## config.mk

```make
export PLATFORM = sky130hd
export DESIGN_NAME = scaled_texture_blit_address_gen
export DESIGN_NICKNAME = d
export VERILOG_FILES = /design/src/rtl/stbag_pkg.sv /design/src/rtl/stbag_divider.sv /design/src/rtl/scaled_texture_blit_address_gen.sv
export SDC_FILE = /design/constraint.sdc
export NUM_CORES = 2
export LEC_CHECK = 0
export BUFFER_PORTS_ARGS = -buffer_cell sky130_fd_sc_hd__buf_2
export CAP_MARGIN = 20
export CORE_UTILIZATION = 40
export DETAILED_ROUTE_END_ITERATION = 12
export HOLD_SLACK_MARGIN = 0.1
export PLACE_DENSITY_LB_ADDON = 0.15
export RECOVER_POWER = 25
export SKIP_CTS_REPAIR_TIMING = 1
export SLEW_MARGIN = 20
export SYNTH_ARGS = -nofsm -noshare
export SYNTH_HDL_FRONTEND = slang
export SYNTH_SLANG_ARGS = --single-unit
```

## constraint.sdc

```tcl
create_clock -name clk -period 7.64 [get_ports clk]
set_clock_uncertainty 0.15 [all_clocks]
set_input_delay 0.764 -clock clk [delete_from_list [all_inputs] [get_ports clk]]
set_output_delay 0.764 -clock clk [all_outputs]
set_load 0.05 [all_outputs]
```

## src/rtl/stbag_pkg.sv

```systemverilog
`default_nettype none
// ----------------------------------------------------------------------------
// stbag_pkg
// Shared widths and register indexes for the scaled blit address generator.
// ----------------------------------------------------------------------------
package stbag_pkg;

  localparam int MAX_DIM   = 4096;
  localparam int REG_W     = $clog2(MAX_DIM) + 1;
  localparam int REG_IDX_W = 3;
  localparam int COORD_W   = 16;
  localparam int IDX_W     = 24;
  localparam int DIV_W     = COORD_W + 1;
  localparam int QUO_W     = REG_W;
  localparam int NUM_W     = COORD_W + REG_W;
  localparam int MUL_W     = COORD_W + REG_W + 1;

  localparam logic [REG_IDX_W-1:0] REG_CLIP_LEFT    = 3'd0;
  localparam logic [REG_IDX_W-1:0] REG_CLIP_TOP     = 3'd1;
  localparam logic [REG_IDX_W-1:0] REG_CLIP_RIGHT   = 3'd2;
  localparam logic [REG_IDX_W-1:0] REG_CLIP_BOTTOM  = 3'd3;
  localparam logic [REG_IDX_W-1:0] REG_LINE_STRIDE  = 3'd4;
  localparam logic [REG_IDX_W-1:0] REG_TEX_WIDTH    = 3'd5;
  localparam logic [REG_IDX_W-1:0] REG_TEX_HEIGHT   = 3'd6;
  localparam logic [REG_IDX_W-1:0] REG_ALIGNED_MODE = 3'd7;

  localparam logic REQ_START   = 1'b0;
  localparam logic REQ_ADVANCE = 1'b1;

endpackage
`default_nettype wire

```

## src/rtl/stbag_divider.sv

```systemverilog
`default_nettype none
// ----------------------------------------------------------------------------
// stbag_divider
// Radix-2 restoring divider, one quotient bit per cycle. The quotient is known
// to fit in QUO_W bits, so the upper numerator bits seed the remainder.
// ----------------------------------------------------------------------------
module stbag_divider (
  input  wire logic                        clk,
  input  wire logic                        rst,
  input  wire logic                        start,
  input  wire logic [stbag_pkg::NUM_W-1:0] num,
  input  wire logic [stbag_pkg::DIV_W-1:0] den,
  output logic                             done,
  output logic [stbag_pkg::QUO_W-1:0]      quot
);

  localparam int CNT_W = $clog2(stbag_pkg::QUO_W + 1);

  logic                        running;
  logic [CNT_W-1:0]            cnt;
  logic [stbag_pkg::DIV_W-1:0] rem;
  logic [stbag_pkg::DIV_W-1:0] den_q;
  logic [stbag_pkg::QUO_W-1:0] shreg;
  logic [stbag_pkg::DIV_W:0]   trial;
  logic [stbag_pkg::DIV_W:0]   diff;
  logic                        fits;

  assign trial = {rem, shreg[stbag_pkg::QUO_W-1]};
  assign diff  = trial - {1'b0, den_q};
  assign fits  = trial >= {1'b0, den_q};

  always_ff @(posedge clk) begin
    if (rst) begin
      running <= 1'b0;
      done    <= 1'b0;
      cnt     <= '0;
    end else begin
      done <= 1'b0;
      if (start) begin
        running <= 1'b1;
        cnt     <= CNT_W'(stbag_pkg::QUO_W);
        rem     <= stbag_pkg::DIV_W'(num[stbag_pkg::NUM_W-1:stbag_pkg::QUO_W]);
        shreg   <= num[stbag_pkg::QUO_W-1:0];
        den_q   <= den;
      end else if (running) begin
        rem   <= fits ? diff[stbag_pkg::DIV_W-1:0] : trial[stbag_pkg::DIV_W-1:0];
        shreg <= {shreg[stbag_pkg::QUO_W-2:0], 1'b0};
        quot  <= {quot[stbag_pkg::QUO_W-2:0], fits};
        cnt   <= cnt - CNT_W'(1);
        if (cnt == CNT_W'(1)) begin
          running <= 1'b0;
          done    <= 1'b1;
        end
      end
    end
  end

endmodule
`default_nettype wire

```

## src/rtl/scaled_texture_blit_address_gen.sv

```systemverilog
`default_nettype none
// ----------------------------------------------------------------------------
// scaled_texture_blit_address_gen
// Nearest-neighbor blit address walker: clips a rectangle to the canvas and
// emits destination and source pixel indices in row-major order.
// ----------------------------------------------------------------------------
//   channel   handshake              payload
//   cfg       cfg_valid / cfg_ready  cfg_index, cfg_data
//   in        in_valid / in_stall    req_type, rect_left/top/right/bottom
//   out       out_valid / out_stall  dest_index, src_index, last
//
// A start beat, or an advance beat with no walk in progress, leaves the block
// idle. In a walk, an advance beat holds in_stall through ST_DEST, ST_DEST_W,
// in scaled mode ST_MU, ST_MU_W, ST_DU, ST_MV, ST_MV_W, ST_DV, then ST_SRC and
// ST_SRC_W on one shared multiply-add and a divider retiring one bit per cycle.
// Reset is synchronous; the block comes out of reset idle with no walk.
// A stalled result holds in the output register; the next result waits for it.
// ----------------------------------------------------------------------------
module scaled_texture_blit_address_gen (
  input  wire logic                                clk,
  input  wire logic                                rst,
  input  wire logic                                cfg_valid,
  output logic                                     cfg_ready,
  input  wire logic [stbag_pkg::REG_IDX_W-1:0]     cfg_index,
  input  wire logic [stbag_pkg::REG_W-1:0]         cfg_data,
  input  wire logic                                in_valid,
  output logic                                     in_stall,
  input  wire logic                                req_type,
  input  wire logic signed [stbag_pkg::COORD_W-1:0] rect_left,
  input  wire logic signed [stbag_pkg::COORD_W-1:0] rect_top,
  input  wire logic signed [stbag_pkg::COORD_W-1:0] rect_right,
  input  wire logic signed [stbag_pkg::COORD_W-1:0] rect_bottom,
  output logic                                     out_valid,
  input  wire logic                                out_stall,
  output logic [stbag_pkg::IDX_W-1:0]              dest_index,
  output logic [stbag_pkg::IDX_W-1:0]              src_index,
  output logic                                     last
);

  localparam int CW = stbag_pkg::COORD_W;
  localparam int RW = stbag_pkg::REG_W;

  typedef enum logic [3:0] {
    ST_IDLE, ST_DEST, ST_DEST_W, ST_MU, ST_MU_W, ST_DU,
    ST_MV, ST_MV_W, ST_DV, ST_SRC, ST_SRC_W
  } state_t;

  state_t state;

  logic [RW-1:0] clip_left, clip_top, clip_right, clip_bottom;
  logic [RW-1:0] line_stride, tex_width, tex_height;
  logic          aligned_mode;

  logic signed [CW-1:0] walk_x, walk_y, span_left, span_right, span_bottom;
  logic signed [CW-1:0] origin_x, origin_y;
  logic [stbag_pkg::DIV_W-1:0] rect_w, rect_h;
  logic                 busy;

  logic [CW-1:0]               u, v;
  logic [stbag_pkg::MUL_W-1:0] prod;
  logic [stbag_pkg::MUL_W-1:0] prod_next;
  logic [CW-1:0]               ma;
  logic [RW-1:0]               mb;
  logic [CW-1:0]               mc;
  logic [stbag_pkg::IDX_W-1:0] dest;

  logic signed [CW:0] rl_e, rt_e, rr_e, rb_e;
  logic signed [CW:0] cl_e, ct_e, cr_e, cb_e;
  logic signed [CW:0] sl_new, st_new, sr_new, sb_new;
  logic               busy_new;
  logic [CW-1:0]      dx, dy;
  logic signed [CW:0] x_inc, y_inc;
  logic               row_end, walk_end;

  logic                        div_start, div_done;
  logic [stbag_pkg::DIV_W-1:0] div_den;
  logic [stbag_pkg::QUO_W-1:0] div_quot;

  assign cfg_ready = 1'b1;
  assign in_stall  = (state != ST_IDLE);

  assign rl_e = {rect_left[CW-1], rect_left};
  assign rt_e = {rect_top[CW-1], rect_top};
  assign rr_e = {rect_right[CW-1], rect_right};
  assign rb_e = {rect_bottom[CW-1], rect_bottom};
  assign cl_e = $signed({{(CW+1-RW){1'b0}}, clip_left});
  assign ct_e = $signed({{(CW+1-RW){1'b0}}, clip_top});
  assign cr_e = $signed({{(CW+1-RW){1'b0}}, clip_right});
  assign cb_e = $signed({{(CW+1-RW){1'b0}}, clip_bottom});

  assign sl_new   = (rl_e > cl_e) ? rl_e : cl_e;
  assign st_new   = (rt_e > ct_e) ? rt_e : ct_e;
  assign sr_new   = (rr_e < cr_e) ? rr_e : cr_e;
  assign sb_new   = (rb_e < cb_e) ? rb_e : cb_e;
  assign busy_new = (sl_new < sr_new) && (st_new < sb_new);

  assign dx       = walk_x - origin_x;
  assign dy       = walk_y - origin_y;
  assign x_inc    = {walk_x[CW-1], walk_x} + (CW+1)'(1);
  assign y_inc    = {walk_y[CW-1], walk_y} + (CW+1)'(1);
  assign row_end  = x_inc >= {span_right[CW-1], span_right};
  assign walk_end = y_inc >= {span_bottom[CW-1], span_bottom};

  always_comb begin
    ma = '0;
    mb = '0;
    mc = '0;
    case (state)
      ST_DEST: begin
        ma = walk_y;
        mb = line_stride;
        mc = walk_x;
      end
      ST_MU: begin
        ma = dx;
        mb = tex_width;
      end
      ST_MV: begin
        ma = dy;
        mb = tex_height;
      end
      ST_SRC: begin
        ma = v;
        mb = tex_width;
        mc = u;
      end
      default: begin
        ma = '0;
      end
    endcase
  end

  assign prod_next = stbag_pkg::MUL_W'(ma) * stbag_pkg::MUL_W'(mb) + stbag_pkg::MUL_W'(mc);

  assign div_start = (state == ST_MU_W) || (state == ST_MV_W);
  assign div_den   = (state == ST_MV_W) ? rect_h : rect_w;

  stbag_divider u_div (
    .clk   (clk),
    .rst   (rst),
    .start (div_start),
    .num   (prod[stbag_pkg::NUM_W-1:0]),
    .den   (div_den),
    .done  (div_done),
    .quot  (div_quot)
  );

  always_ff @(posedge clk) begin
    if ((state == ST_DEST) || (state == ST_MU) || (state == ST_MV) || (state == ST_SRC)) begin
      prod <= prod_next;
    end
    if (rst) begin
      state        <= ST_IDLE;
      busy         <= 1'b0;
      out_valid    <= 1'b0;
      clip_left    <= '0;
      clip_top     <= '0;
      clip_right   <= '0;
      clip_bottom  <= '0;
      line_stride  <= RW'(1);
      tex_width    <= RW'(1);
      tex_height   <= RW'(1);
      aligned_mode <= 1'b0;
    end else begin
      if (cfg_valid && cfg_ready) begin
        case (cfg_index)
          stbag_pkg::REG_CLIP_LEFT:    clip_left    <= cfg_data;
          stbag_pkg::REG_CLIP_TOP:     clip_top     <= cfg_data;
          stbag_pkg::REG_CLIP_RIGHT:   clip_right   <= cfg_data;
          stbag_pkg::REG_CLIP_BOTTOM:  clip_bottom  <= cfg_data;
          stbag_pkg::REG_LINE_STRIDE:  line_stride  <= cfg_data;
          stbag_pkg::REG_TEX_WIDTH:    tex_width    <= cfg_data;
          stbag_pkg::REG_TEX_HEIGHT:   tex_height   <= cfg_data;
          stbag_pkg::REG_ALIGNED_MODE: aligned_mode <= cfg_data[0];
          default:                     aligned_mode <= aligned_mode;
        endcase
      end

      if (out_valid && !out_stall && (state != ST_SRC_W)) begin
        out_valid <= 1'b0;
      end

      case (state)
        ST_IDLE: begin
          if (in_valid) begin
            if (req_type == stbag_pkg::REQ_START) begin
              span_left   <= sl_new[CW-1:0];
              span_right  <= sr_new[CW-1:0];
              span_bottom <= sb_new[CW-1:0];
              walk_x      <= sl_new[CW-1:0];
              walk_y      <= st_new[CW-1:0];
              origin_x    <= rect_left;
              origin_y    <= rect_top;
              rect_w      <= rr_e - rl_e;
              rect_h      <= rb_e - rt_e;
              busy        <= busy_new;
            end else if (busy) begin
              state <= ST_DEST;
            end
          end
        end
        ST_DEST: begin
          state <= ST_DEST_W;
        end
        ST_DEST_W: begin
          dest <= prod[stbag_pkg::IDX_W-1:0];
          if (aligned_mode) begin
            u     <= dx;
            v     <= dy;
            state <= ST_SRC;
          end else begin
            state <= ST_MU;
          end
        end
        ST_MU: begin
          state <= ST_MU_W;
        end
        ST_MU_W: begin
          state <= ST_DU;
        end
        ST_DU: begin
          if (div_done) begin
            u     <= CW'(div_quot);
            state <= ST_MV;
          end
        end
        ST_MV: begin
          state <= ST_MV_W;
        end
        ST_MV_W: begin
          state <= ST_DV;
        end
        ST_DV: begin
          if (div_done) begin
            v     <= CW'(div_quot);
            state <= ST_SRC;
          end
        end
        ST_SRC: begin
          state <= ST_SRC_W;
        end
        ST_SRC_W: begin
          if (!out_valid || !out_stall) begin
            out_valid  <= 1'b1;
            dest_index <= dest;
            src_index  <= prod[stbag_pkg::IDX_W-1:0];
            last       <= row_end && walk_end;
            if (row_end) begin
              walk_x <= span_left;
              walk_y <= y_inc[CW-1:0];
              if (walk_end) begin
                busy <= 1'b0;
              end
            end else begin
              walk_x <= x_inc[CW-1:0];
            end
            state <= ST_IDLE;
          end
        end
        default: begin
          state <= ST_IDLE;
        end
      endcase
    end
  end

endmodule
`default_nettype wire

```

==> reports/results.ini <==
[status]
status=finished with violations
violations=capacitance limit, slew limit, setup timing

[global_route]
grt_usage_pct=24.4
grt_max_degree=70
grt_pass1_wl_um=145000
grt.overflow.total=0
antenna_found_initial=5
grt_pass1_vias=24100

[sta]
setup_violations=14
holdWs_ns=0.266
fin_ws_ns=-0.507
tightest_slew_ns=3.00
final.period_utilization_pct=107
max_freq_ghz=0.123
rsz0062_at_grt=yes
min_period_ns=8.15
slew_viol_final=184
relSlewSlack_pct=-100
setup_tns_ns=-3.59
hold_violations=0

[finish]
syn_to_final_growth_pct=18.2
fin_cells=4606
utilization_pct=47.8
drive_gt1_share_pct=16.2
final.fill_count=7300
fin_nets=4070
final_cell_area_um2=37000

[placed_design]
dp_hpwl_um=78300
place_ws_ns=-0.582
dpl_cell_area_um2=34900
dp_cells=4499
globalplace.congestion=0.943
portBuffers=136

[drt]
wl_um=96400
drt-wirelength-per-cell_um=20.9
drt.antenna.violating_nets=0
drc=0
drt_pass1_iterations=6
drt-initial-drc-count=1615
vias=24000
vias_per_cell=5.22

[worst_setup_path]
worst-path-max-fanout=5
cp-end-kind=flop
arrival_ns=8.34
slowest_delay_ns=0.58
cp_common_cell=fa_1
crit_required_ns=7.84
critPathKind=flop to flop
crit_path_start_kind=flop
cp_slowest_cell=fa_1

[cts]
clockBufferDepth=3
clock_sinks=444
clock_latency_ns=0.60
cts_tree=yes
cts_made_buffers=51
htreeDepth=2
cts_root_buf=clkbuf_16
clk_pin_slew_ns=0.06

[power]
leakagePower_nw=16.2
p_total_mw=5.77
powerDensity_nw_per_um2=156
peakVddDrop_mv=0.143

[synthesis]
post-synth-top-count-cell=nand2_1
synth_top_area_share_pct=32.6
avgSynthCellArea_um2=9.81
dominantRegCellSynth=edfxtp_1
synthTopCellsByCount=469 x nand2_1, 416 x inv_1, 340 x edfxtp_1
synth_cell_types=77
async_flop_share_pct=0
ys_ff_latch=444
synth_edf_count=340
synth_area_leader_cell=edfxtp_1
synthTopCellsByArea=edfxtp_1 33%, ha_1 12%, fa_1 11%
syn-instance-count=3191
synth_area_um2=31300
synth-warning-count=0
seq_area_frac_synth_pct=39.3

[floorplanning]
core.rowCount=102
die_area_um2=79400
initial_core_util_pct=40.4
die_x_um=282
fp.dieH_um=282
ioPinCount=138
coreArea_um2=77500

[run]
cap_violations=4

[min_path]
hold_path.class=flop to flop

-- placed cells by master (no fill, tap or decap), types with 43 or more instances in the layout --
cell type / instances
o21ai_0: 91
clkbuf_1: 51
a21o_1: 63
dfxtp_1: 104
xnor2_1: 67
clkbuf_16: 54
a21oi_1: 203
edfxtp_1: 340
mux2i_1: 48
nand2_1: 467
buf_2: 102
ha_1: 282
fa_1: 168
nor2_1: 215
inv_1: 409
buf_4: 227
xor2_1: 43
-- state kept, by name, indices dropped and copies added (netlist names), 17 cells and up --
register,count
dest,24
dest_index,24
prod,29
rect_h,17
rect_w,17
src_index,24
u_div.den_q,17
u_div.rem,17
-- metal layers --
layer | GRT usage (%) | up-vias | part of all wire (%) | routed length, um
met2 | 40.8 | 654 | 47 | 45500
li1 | - | 11600 | - | -
met1 | 32.4 | 11700 | 44 | 42500
met3 | 2.59 | 142 | 4.8 | 4620
met4 | 9.35 | 0 | 4.0 | 3820
met5 | 0 | - | 0 | 0
-- path summary, 6_finish.rpt --
path                                          start  cells past startpoint  slack (ns)                       end
worst max-delay path            walk_x[1]$_DFFE_PP_                     32       -0.51        prod[28]$_DFFE_PP_
worst max register to register  walk_x[1]$_DFFE_PP_                     32       -0.51        prod[28]$_DFFE_PP_
worst min register to register   dest[11]$_DFFE_PP_                      0        0.27  dest_index[11]$_DFFE_PP_
worst min-delay path             dest[11]$_DFFE_PP_                      0        0.27  dest_index[11]$_DFFE_PP_
-- final cells by class --
type                            instances  area (um^2)  share of cell area [%]
Clock buffer                           70         1460                    3.95
Timing Repair Buffer                  379         2510                    6.79
Tap cell                             1040         1300                    3.52
Inverter                              416         1560                    4.22
Antenna cell                            2         5.00                  0.0135
Clock inverter                         26          223                   0.602
Sequential cell                       444        12300                    33.2
Multi-Input combinational cell       2229        17700                    47.7
-- power breakdown --
part | switching [mW] | internal [mW] | leakage, nW | total (mW)
logic | 0.399 | 0.250 | 11.4 | 0.648
clock network | 1.01 | 1.44 | 0.829 | 2.45
registers | 0.0246 | 2.65 | 3.95 | 2.67
-- kinds of logic (layout without fill, tap and decap cells) --
group	count (synthesis)	count (layout)	share of synthesized area [%]
buffers and inverters	520	891	6.35
AO/OA/AOI/OAI	598	598	12.3
AND/OR/NAND/NOR	967	967	13.6
XOR/XNOR	122	122	3.41
flip-flops	444	444	39.3
multiplexers	75	75	2.51
other	2	6	0.0240
adder cells (fa/ha/maj)	463	463	22.6
-- worst max-delay path, delay by kind of cell, from the launching register on --
family	cells	cell delay [ns]
fa+ha+maj	8	3.63
simple gates	6	0.78
buf+inv	7	0.65
compound gates	9	1.98
flops	1	0.43
xor+xnor	2	0.24
(Power assumes the default switching activity.)
